===== src/rtl/pwmc_pkg.sv =====
// ============================================================================
// PWM period and duty calculator package
// Shared widths, constants and the sequencer state type of the calculator.
// ============================================================================
`default_nettype none

package pwmc_pkg;

  // Field widths of the stream payloads and of the timer registers.
  localparam int unsigned ClkW  = 29;
  localparam int unsigned PscW  = 16;
  localparam int unsigned CmpW  = 17;
  localparam int unsigned ChW   = 2;
  localparam int unsigned DutyW = 8;
  localparam int unsigned PctW  = 7;

  // Packed stream widths, rounded up to whole bytes.
  localparam int unsigned InDataW      = 40;
  localparam int unsigned OutDataW     = 104;
  localparam int unsigned NumCmpFields = 4;

  // Shared divider: dividend, divisor and iteration counter widths.
  localparam int unsigned DvdW    = 34;
  localparam int unsigned DvsW    = 29;
  localparam int unsigned DivCntW = 6;
  localparam logic [DivCntW-1:0] DivLastStep = DivCntW'(DvdW - 1);

  // Multiplier operand width (reload plus one, or a compare value).
  localparam int unsigned MulW = 17;

  localparam logic [ClkW-1:0]  ClkResetHz = 29'd160000000;
  localparam logic [DvsW-1:0]  PscDivisor = 29'd65537;
  localparam logic [PctW-1:0]  DutyFull   = 7'd100;
  localparam logic [PscW-1:0]  HalfMax    = 16'hFFFF;
  localparam logic [DvdW-1:0]  TicksMax   = 34'd65536;

  localparam int unsigned NumChannelsDefault = 4;

  // Request kinds carried on the input tuser bit.
  localparam logic ReqSetFreq = 1'b0;
  localparam logic ReqSetDuty = 1'b1;

  typedef enum logic [3:0] {
    StIdle,
    StFreqDiv1,
    StFreqDiv2,
    StFreqDiv3,
    StFreqDiv4,
    StRescaleMul,
    StRescaleDiv,
    StDutyMul,
    StDutyDiv,
    StOut
  } state_e;

endpackage

`default_nettype wire


===== src/rtl/pwm_period_duty_calculator.sv =====
// ============================================================================
// PWM period and duty calculator
// Keeps a 16-bit timer's prescaler, reload and compare values and updates
// them on set-frequency and set-duty requests with one shared divider.
// ============================================================================
//
// Each input transaction is one request and yields exactly one output
// transaction holding the prescaler, the reload and the four compare values
// after the request. All arithmetic runs through a single multiplier and a
// single restoring divider that retires one quotient bit per cycle, so the
// block takes one request at a time and deasserts s_axis_tready until the
// request's result has been loaded into the output register. A set-frequency
// request runs four divisions, then a multiply and a divide per channel when
// the old reload is nonzero; a set-duty request runs a multiply and a divide.
// The output register lets the next request be accepted while a result still
// waits for m_axis_tready. The timer clock register is written through the
// cfg port and must only be changed while no request is in flight.
`default_nettype none

module pwm_period_duty_calculator
  import pwmc_pkg::*;
#(
  parameter int unsigned NUM_CHANNELS = NumChannelsDefault
) (
  input  wire logic                clk_i,
  input  wire logic                rst_ni,

  // Configuration write channel: timer clock frequency in hertz.
  input  wire logic                cfg_valid_i,
  output logic                     cfg_ready_o,
  input  wire logic [ClkW-1:0]     cfg_data_i,

  // Request stream.
  input  wire logic                s_axis_tvalid,
  output logic                     s_axis_tready,
  // tdata from bit 0 up: freq_hz[28:0], channel[30:29], duty_percent[38:31],
  // zero pad[39].
  input  wire logic [InDataW-1:0]  s_axis_tdata,
  // tuser: req_type[0] (0 set frequency, 1 set duty).
  input  wire logic [0:0]          s_axis_tuser,

  // Result stream.
  output logic                     m_axis_tvalid,
  input  wire logic                m_axis_tready,
  // tdata from bit 0 up: prescaler[15:0], reload[31:16], compare_one[48:32],
  // compare_two[65:49], compare_three[82:66], compare_four[99:83],
  // zero pad[103:100].
  output logic [OutDataW-1:0]      m_axis_tdata
);

  localparam int unsigned ChIdxW    = (NUM_CHANNELS > 1) ? $clog2(NUM_CHANNELS) : 1;
  localparam int unsigned NumShown  = (NUM_CHANNELS < NumCmpFields) ?
                                      NUM_CHANNELS : NumCmpFields;
  localparam logic [ChIdxW-1:0] LastIdx = ChIdxW'(NUM_CHANNELS - 1);

  // --------------------------------------------------------------------------
  // Registers
  // --------------------------------------------------------------------------
  state_e              state_q, state_d;

  logic [ClkW-1:0]     clk_hz_q;
  logic [ClkW-1:0]     freq_q;
  logic [ChW-1:0]      ch_q;
  logic [PctW-1:0]     pct_q;

  logic [PscW-1:0]     prescaler_q;
  logic [PscW-1:0]     reload_q;
  logic [PscW-1:0]     old_reload_q;
  logic [PscW-1:0]     psc_new_q;
  logic [CmpW-1:0]     cmp_q [NUM_CHANNELS];
  logic [ChIdxW-1:0]   idx_q;

  // Restoring divider: remainder, shifting dividend/quotient, divisor.
  logic [DvsW-1:0]     div_rem_q;
  logic [DvdW-1:0]     div_quo_q;
  logic [DvsW-1:0]     div_den_q;
  logic [DivCntW-1:0]  div_cnt_q;
  logic                div_busy_q;

  logic                out_valid_q;
  logic [OutDataW-1:0] out_data_q;

  // --------------------------------------------------------------------------
  // Combinational helpers
  // --------------------------------------------------------------------------
  logic                in_accept;
  logic                out_load;
  logic                div_start;
  logic [DvdW-1:0]     div_dvd;
  logic [DvsW-1:0]     div_dvs;
  logic [MulW-1:0]     mul_a;
  logic [MulW-1:0]     mul_b;
  logic [2*MulW-1:0]   mul_prod;
  logic [CmpW-1:0]     cmp_sel;
  logic [PscW-1:0]     psc_cap;
  logic [PscW-1:0]     rel_new;
  logic [DvdW-1:0]     ticks_m1;
  logic [ClkW-1:0]     in_freq;
  logic [ChW-1:0]      in_ch;
  logic [DutyW-1:0]    in_duty;
  logic [DvsW:0]       div_trial;
  logic                div_bit;
  logic [CmpW-1:0]     cmp_out [NumCmpFields];

  assign in_freq = s_axis_tdata[ClkW-1:0];
  assign in_ch   = s_axis_tdata[ClkW+ChW-1:ClkW];
  assign in_duty = s_axis_tdata[ClkW+ChW+DutyW-1:ClkW+ChW];

  assign cfg_ready_o   = 1'b1;
  assign s_axis_tready = (state_q == StIdle);
  assign in_accept     = s_axis_tvalid && s_axis_tready;
  assign m_axis_tvalid = out_valid_q;
  assign m_axis_tdata  = out_data_q;

  // Prescaler from the second division, capped to 16 bits.
  assign psc_cap = (div_quo_q > DvdW'(HalfMax)) ? HalfMax : div_quo_q[PscW-1:0];

  // Reload from the tick count: zero ticks count as one, clamp at the top.
  assign ticks_m1 = div_quo_q - DvdW'(1);
  always_comb begin
    if (div_quo_q == '0) begin
      rel_new = '0;
    end else if (div_quo_q > TicksMax) begin
      rel_new = HalfMax;
    end else begin
      rel_new = ticks_m1[PscW-1:0];
    end
  end

  // Compare value of the channel currently being rescaled.
  always_comb begin
    cmp_sel = '0;
    for (int i = 0; i < NUM_CHANNELS; i++) begin
      if (idx_q == ChIdxW'(i)) begin
        cmp_sel = cmp_q[i];
      end
    end
  end

  // The single multiplier; its product is registered by the divider load.
  assign mul_a    = (state_q == StDutyMul) ? MulW'(pct_q) : cmp_sel;
  assign mul_b    = MulW'(reload_q) + MulW'(1);
  assign mul_prod = mul_a * mul_b;

  // One restoring division step.
  assign div_trial = {div_rem_q, div_quo_q[DvdW-1]};
  assign div_bit   = (div_trial >= {1'b0, div_den_q});

  // --------------------------------------------------------------------------
  // Sequencer: next state
  // --------------------------------------------------------------------------
  always_comb begin
    state_d = state_q;
    unique case (state_q)
      StIdle: begin
        if (in_accept) begin
          state_d = (s_axis_tuser[0] == ReqSetDuty) ? StDutyMul : StFreqDiv1;
        end
      end
      StFreqDiv1: begin
        if (!div_busy_q) state_d = StFreqDiv2;
      end
      StFreqDiv2: begin
        if (!div_busy_q) state_d = StFreqDiv3;
      end
      StFreqDiv3: begin
        if (!div_busy_q) state_d = StFreqDiv4;
      end
      StFreqDiv4: begin
        if (!div_busy_q) begin
          state_d = (reload_q != '0) ? StRescaleMul : StOut;
        end
      end
      StRescaleMul: state_d = StRescaleDiv;
      StRescaleDiv: begin
        if (!div_busy_q) begin
          state_d = (idx_q == LastIdx) ? StOut : StRescaleMul;
        end
      end
      StDutyMul: state_d = StDutyDiv;
      StDutyDiv: begin
        if (!div_busy_q) state_d = StOut;
      end
      StOut: begin
        if (!out_valid_q || m_axis_tready) state_d = StIdle;
      end
      default: state_d = StIdle;
    endcase
  end

  // --------------------------------------------------------------------------
  // Sequencer: outputs (divider launch and operand selection)
  // --------------------------------------------------------------------------
  always_comb begin
    div_start = 1'b0;
    div_dvd   = '0;
    div_dvs   = DvsW'(1);
    out_load  = (state_q == StOut) && (!out_valid_q || m_axis_tready);
    if (state_d != state_q) begin
      unique case (state_d)
        StFreqDiv1: begin
          // clk / 65537, then divided by f below, gives the prescaler.
          div_start = 1'b1;
          div_dvd   = DvdW'(clk_hz_q);
          div_dvs   = PscDivisor;
        end
        StFreqDiv2: begin
          div_start = 1'b1;
          div_dvd   = div_quo_q;
          div_dvs   = freq_q;
        end
        StFreqDiv3: begin
          // clk / (p + 1), then divided by f below, gives the tick count.
          div_start = 1'b1;
          div_dvd   = DvdW'(clk_hz_q);
          div_dvs   = DvsW'(psc_cap) + DvsW'(1);
        end
        StFreqDiv4: begin
          div_start = 1'b1;
          div_dvd   = div_quo_q;
          div_dvs   = freq_q;
        end
        StRescaleDiv: begin
          div_start = 1'b1;
          div_dvd   = mul_prod;
          div_dvs   = DvsW'(old_reload_q) + DvsW'(1);
        end
        StDutyDiv: begin
          div_start = 1'b1;
          div_dvd   = mul_prod;
          div_dvs   = DvsW'(DutyFull);
        end
        default: begin
          div_start = 1'b0;
        end
      endcase
    end
  end

  // --------------------------------------------------------------------------
  // State, configuration and request capture
  // --------------------------------------------------------------------------
  always_ff @(posedge clk_i or negedge rst_ni) begin
    if (!rst_ni) begin
      state_q  <= StIdle;
      clk_hz_q <= ClkResetHz;
    end else begin
      state_q <= state_d;
      if (cfg_valid_i && cfg_ready_o) begin
        clk_hz_q <= cfg_data_i;
      end
    end
  end

  always_ff @(posedge clk_i) begin
    if (in_accept) begin
      freq_q <= (in_freq == '0) ? ClkW'(1) : in_freq;
      ch_q   <= in_ch;
      pct_q  <= (in_duty > DutyW'(DutyFull)) ? DutyFull : in_duty[PctW-1:0];
    end
  end

  // --------------------------------------------------------------------------
  // Timer registers
  // --------------------------------------------------------------------------
  always_ff @(posedge clk_i or negedge rst_ni) begin
    if (!rst_ni) begin
      prescaler_q  <= '0;
      reload_q     <= HalfMax;
      old_reload_q <= '0;
      psc_new_q    <= '0;
      idx_q        <= '0;
      for (int i = 0; i < NUM_CHANNELS; i++) begin
        cmp_q[i] <= '0;
      end
    end else begin
      if (state_q == StFreqDiv2 && !div_busy_q) begin
        psc_new_q <= psc_cap;
      end
      if (state_q == StFreqDiv4 && !div_busy_q) begin
        prescaler_q  <= psc_new_q;
        reload_q     <= rel_new;
        old_reload_q <= reload_q;
        idx_q        <= '0;
      end
      if (state_q == StRescaleDiv && !div_busy_q) begin
        for (int i = 0; i < NUM_CHANNELS; i++) begin
          if (idx_q == ChIdxW'(i)) begin
            cmp_q[i] <= div_quo_q[CmpW-1:0];
          end
        end
        if (idx_q != LastIdx) begin
          idx_q <= idx_q + ChIdxW'(1);
        end
      end
      if (state_q == StDutyDiv && !div_busy_q) begin
        // A channel index beyond the implemented channels changes nothing.
        for (int i = 0; i < NUM_CHANNELS; i++) begin
          if (int'(ch_q) == i) begin
            cmp_q[i] <= div_quo_q[CmpW-1:0];
          end
        end
      end
    end
  end

  // --------------------------------------------------------------------------
  // Shared restoring divider, one quotient bit per cycle
  // --------------------------------------------------------------------------
  always_ff @(posedge clk_i or negedge rst_ni) begin
    if (!rst_ni) begin
      div_busy_q <= 1'b0;
      div_cnt_q  <= '0;
    end else if (div_start) begin
      div_busy_q <= 1'b1;
      div_cnt_q  <= '0;
    end else if (div_busy_q) begin
      div_cnt_q <= div_cnt_q + DivCntW'(1);
      if (div_cnt_q == DivLastStep) begin
        div_busy_q <= 1'b0;
      end
    end
  end

  always_ff @(posedge clk_i) begin
    if (div_start) begin
      div_rem_q <= '0;
      div_quo_q <= div_dvd;
      div_den_q <= div_dvs;
    end else if (div_busy_q) begin
      div_rem_q <= div_bit ? DvsW'(div_trial - {1'b0, div_den_q}) : div_trial[DvsW-1:0];
      div_quo_q <= {div_quo_q[DvdW-2:0], div_bit};
    end
  end

  // --------------------------------------------------------------------------
  // Output register
  // --------------------------------------------------------------------------
  always_comb begin
    for (int i = 0; i < NumCmpFields; i++) begin
      cmp_out[i] = '0;
    end
    for (int i = 0; i < NumShown; i++) begin
      cmp_out[i] = cmp_q[i];
    end
  end

  always_ff @(posedge clk_i or negedge rst_ni) begin
    if (!rst_ni) begin
      out_valid_q <= 1'b0;
    end else if (out_load) begin
      out_valid_q <= 1'b1;
    end else if (m_axis_tready) begin
      out_valid_q <= 1'b0;
    end
  end

  always_ff @(posedge clk_i) begin
    if (out_load) begin
      out_data_q <= {4'b0000, cmp_out[3], cmp_out[2], cmp_out[1], cmp_out[0],
                     reload_q, prescaler_q};
    end
  end

endmodule

`default_nettype wire

===== config.mk =====
export PLATFORM = sky130hd
export DESIGN_NAME = pwm_period_duty_calculator
export DESIGN_NICKNAME = d
export VERILOG_FILES = /design/src/rtl/pwmc_pkg.sv /design/src/rtl/pwm_period_duty_calculator.sv
export SDC_FILE = /design/constraint.sdc
export NUM_CORES = 1
export LEC_CHECK = 0
export ABC_AREA = 1
export BUFFER_PORTS_ARGS = -buffer_cell sky130_fd_sc_hd__buf_2
export CORE_ASPECT_RATIO = 1.75
export CORE_MARGIN = 2
export CORE_UTILIZATION = 60
export CTS_BUF_LIST = sky130_fd_sc_hd__clkbuf_4 sky130_fd_sc_hd__clkbuf_8 sky130_fd_sc_hd__clkbuf_16
export DETAILED_ROUTE_END_ITERATION = 10
export PLACE_DENSITY = 0.77
export SYNTH_ARGS = -nofsm -noshare
export SYNTH_HDL_FRONTEND = slang
export SYNTH_SLANG_ARGS = --single-unit

===== constraint.sdc =====
create_clock -name clk_i -period 8.3 [get_ports clk_i]
set_clock_uncertainty 0.15 [all_clocks]
set_input_delay 0.83 -clock clk_i [delete_from_list [all_inputs] [get_ports clk_i]]
set_output_delay 0.83 -clock clk_i [all_outputs]
set_load 0.005 [all_outputs]

==> impl_metrics.yaml <==
run_status:
  status: "finished, final reports clean"
power_and_ir_drop:
  leakagePower_nw: 15.7
  switching_share_pct: 43.9
  p_per_area_nw_per_um2: 267
  power_frac_seq_pct: 33.9
  clockPowerShare_pct: 20.7
  power_switching_mw: 3.81
  p_int_mw: 4.86
  p_comb_share_pct: 45.4
  peakVddDrop_mv: 0.256
yosys:
  async_reset_ff_share_pct: 43.2
  syn-instance-count: 3393
  synth_warnings: 0
  synth_area_um2: 28900
  ys_seq_area_share_pct: 38.1
  synth-seq-cells: 405
  synth-edff-count: 201
  ys.flop_type: "edfxtp_1"
  synth_area_per_cell_um2: 8.52
  synth.distinct_cells: 54
timing:
  finalCritPeriodShare_pct: 95.5
  finalCriticalPeriod_ps: 7930
  drv_slew: 0
  final_hold_viol_count: 0
  tightest_slew_ps: 1160
  setup-violations-final: 0
  whs_ps: 230
  fmax_ghz: 0.126
  fin_tns_setup_ps: 0
  slew_headroom_pct: 22.4
floorplan:
  num_rows: 106
  io_pins: 182
  start_util_pct: 60.6
  fp.dieH_um: 294
  die_w_um: 170
  dieArea_um2: 50000
  coreArea_um2: 47700
hold_path:
  hold_class: "primary input to async pin"
critical_path:
  cpMaxStageDelayCell: "fa_1"
  end_kind: "flip-flop"
  cpPeakStageDelay_ps: 550
  path_class: "flip-flop to flip-flop"
  rrSetupSlack_ps: 370
  r2r-end: "div_quo_q[30]$_DFFE_PP_"
  cp-start-kind: "flip-flop"
  reg2reg_depth: 35
  cp_max_fo: 18
  required_ps: 8430
  critPathArrivalTime_ps: 8060
  critPathMostFrequentCell: "inv_1"
  r2r-start: "idx_q[1]$_DFF_PN0_"
clocking:
  cts_num_sinks: 405
  clkLatencyLatePin_ps: 560
  numCtsBuffers: 38
  cts_htree_levels: 2
  path_clk_slew_ps: 70
  hold_buffers: 0
  cts.path.max_buffers: 3
  clockRootBuffer: "clkbuf_16"
  cts_tree: "built"
cells_and_area:
  drive_gt1_share_pct: 13.8
  regArea_um2: 11000
  multi_input_area_um2: 15200
  num-fill-cells: 3880
  layout.nets: 4047
  antenna_cells: 0
  area_growth_syn_to_layout_pct: 12.3
place:
  gp_congestion: 0.998
  portBuffers: 175
  dp_hpwl_um: 71300
run:
  cap_violations: 0
global_routing:
  grt_pass1_wl_um: 138000
  grt_overflow: 0
  first_global_vias: 25400
  grt_max_degree: 106
  antenna_found_initial: 0
  grt_usage_pct: 37.0
drt:
  drtAntennaViolNets: 0
  wl_per_cell_um: 21.3
  vias: 24200
  drt_iter0_drc: 1976
  post_drt_via_cell_ratio: 5.72
  drc_errors: 0
  drt_first_pass_iters: 7
  wl_um: 90100
==> final cells by class <==
cell class / instances / area share (%)
Clock buffer: 54 / 3.43
Clock inverter: 16 / 0.497
Inverter: 609 / 7.05
Multi-Input combinational cell: 2234 / 46.8
Sequential cell: 405 / 33.9
Tap cell: 594 / 2.29
Timing Repair Buffer: 312 / 5.96
==> timing repair <==
item,4_1_cts,5_1_grt
setup endpoints to repair,1,16
buffers inserted,0,5
pin swaps,0,15
resized for setup,1,50
==> synth_stat cells (all sizes together), types with 13 or more instances <==
cell | number | area [um^2]
nand2 | 689 | 2610
inv | 601 | 2260
nor2 | 374 | 1470
o21ai | 263 | 1320
fa | 225 | 4500
edfxtp | 201 | 6040
a21oi | 187 | 940
dfrtp | 151 | 3780
ha | 147 | 1840
clkbuf | 110 | 413
nand3 | 100 | 505
buf | 38 | 215
xor2 | 36 | 315
o22ai | 34 | 213
dfxtp | 29 | 581
nor3 | 26 | 150
nand4 | 25 | 156
dfstp | 24 | 631
xnor2 | 16 | 140
nand3b | 13 | 101
or2 | 13 | 81.3
==> placed cells by master (no fill, tap or decap), drive strengths merged, types with 3 or more instances in the layout <==
master    instances
nand3b           13
clkinv           14
fa              225
o22ai            34
dfrtp           151
o221ai            3
dfxtp            29
edfxtp          201
o211ai           11
o21bai            8
ha              147
nor2            374
a31oi             5
nand2           689
o31ai             8
buf             312
nor3b             3
clkinvlp          5
mux2              7
nand4            25
nor4             11
a21o             10
clkbuf           54
a21boi            3
o21ai           263
or2              13
conb              5
dfstp            24
nand3           100
nor3             26
a21oi           187
xor2             36
inv             605
xnor2            16
==> worst max-delay path: cells and delay by family (launching register included) <==
kind | cells | cell delay (ps)
compound gates | 8 | 1550
fa+ha+maj | 8 | 3550
buf+inv | 11 | 1220
flops | 1 | 420
simple gates | 8 | 730
==> power by group through the flow <==
stage                     registers, mW  logic (mW)  clock network [mW]
after floorplan                    2.81        2.90                   0
after global placement             2.95        3.78                   0
after detailed placement           2.96        3.87                   0
after CTS                          2.93        3.90                1.81
after global routing               2.96        4.37                1.88
final                              2.94        3.93                1.79
==> worst max path at each step <==
stage                            start  slack [ps]                       to
2_1_floorplan  reload_q[0]$_DFFE_PN1P_         740  div_quo_q[33]$_DFFE_PP_
3_3_place_gp   reload_q[1]$_DFFE_PN1P_         170  div_quo_q[33]$_DFFE_PP_
3_5_place_dp   reload_q[1]$_DFFE_PN1P_          40  div_quo_q[33]$_DFFE_PP_
4_1_cts        reload_q[1]$_DFFE_PN1P_          70  div_quo_q[29]$_DFFE_PP_
5_1_grt        reload_q[1]$_DFFE_PN1P_         -50  div_quo_q[33]$_DFFE_PP_
6_report            idx_q[1]$_DFF_PN0_         370  div_quo_q[30]$_DFFE_PP_
==> registers in the layout, indices dropped and copies added, names as in the netlist, 29 cells and up <==
signal,count
m_axis_tdata,100
div_rem_q,29
clk_hz_q,29
div_den_q,29
div_quo_q,34
freq_q,29
cmp_out,68
==> per-stage QoR <==
stage,setup slack [ps],instances,utilization (%),power [mW],area (um^2)
floorplan,742,3396,-,5.71,28900
global placement,174,4149,64.9,6.73,31000
detailed placement,39.6,4149,64.9,6.83,31000
CTS,67.5,4219,67.5,8.63,32200
global route,-45.9,4224,68.0,9.22,32500
finish,373,4224,68.0,8.67,32500
==> routing by layer <==
metal,global-route usage [%],routed length (um),vias to the layer above
met5,0,0,-
met4,34.7,10600,0
met3,3.95,4830,395
met2,66.2,46100,1000
met1,37.2,28600,11700
li1,-,-,11100
==> cell families after synthesis <==
| logic type | Yosys count | synth area share [%] |
|---|---|---|
| DFF | 405 | 38.1 |
| and+or+nand+nor | 1255 | 17.9 |
| AOI/OAI and AO/OA | 543 | 10.1 |
| adders and majority gates | 372 | 21.9 |
| xor gates and xnor gates | 52 | 1.58 |
| other | 2 | 0.0260 |
| muxes | 7 | 0.273 |
| buffers and inverters | 757 | 10.1 |
Power figures use the tool's default switching activity.
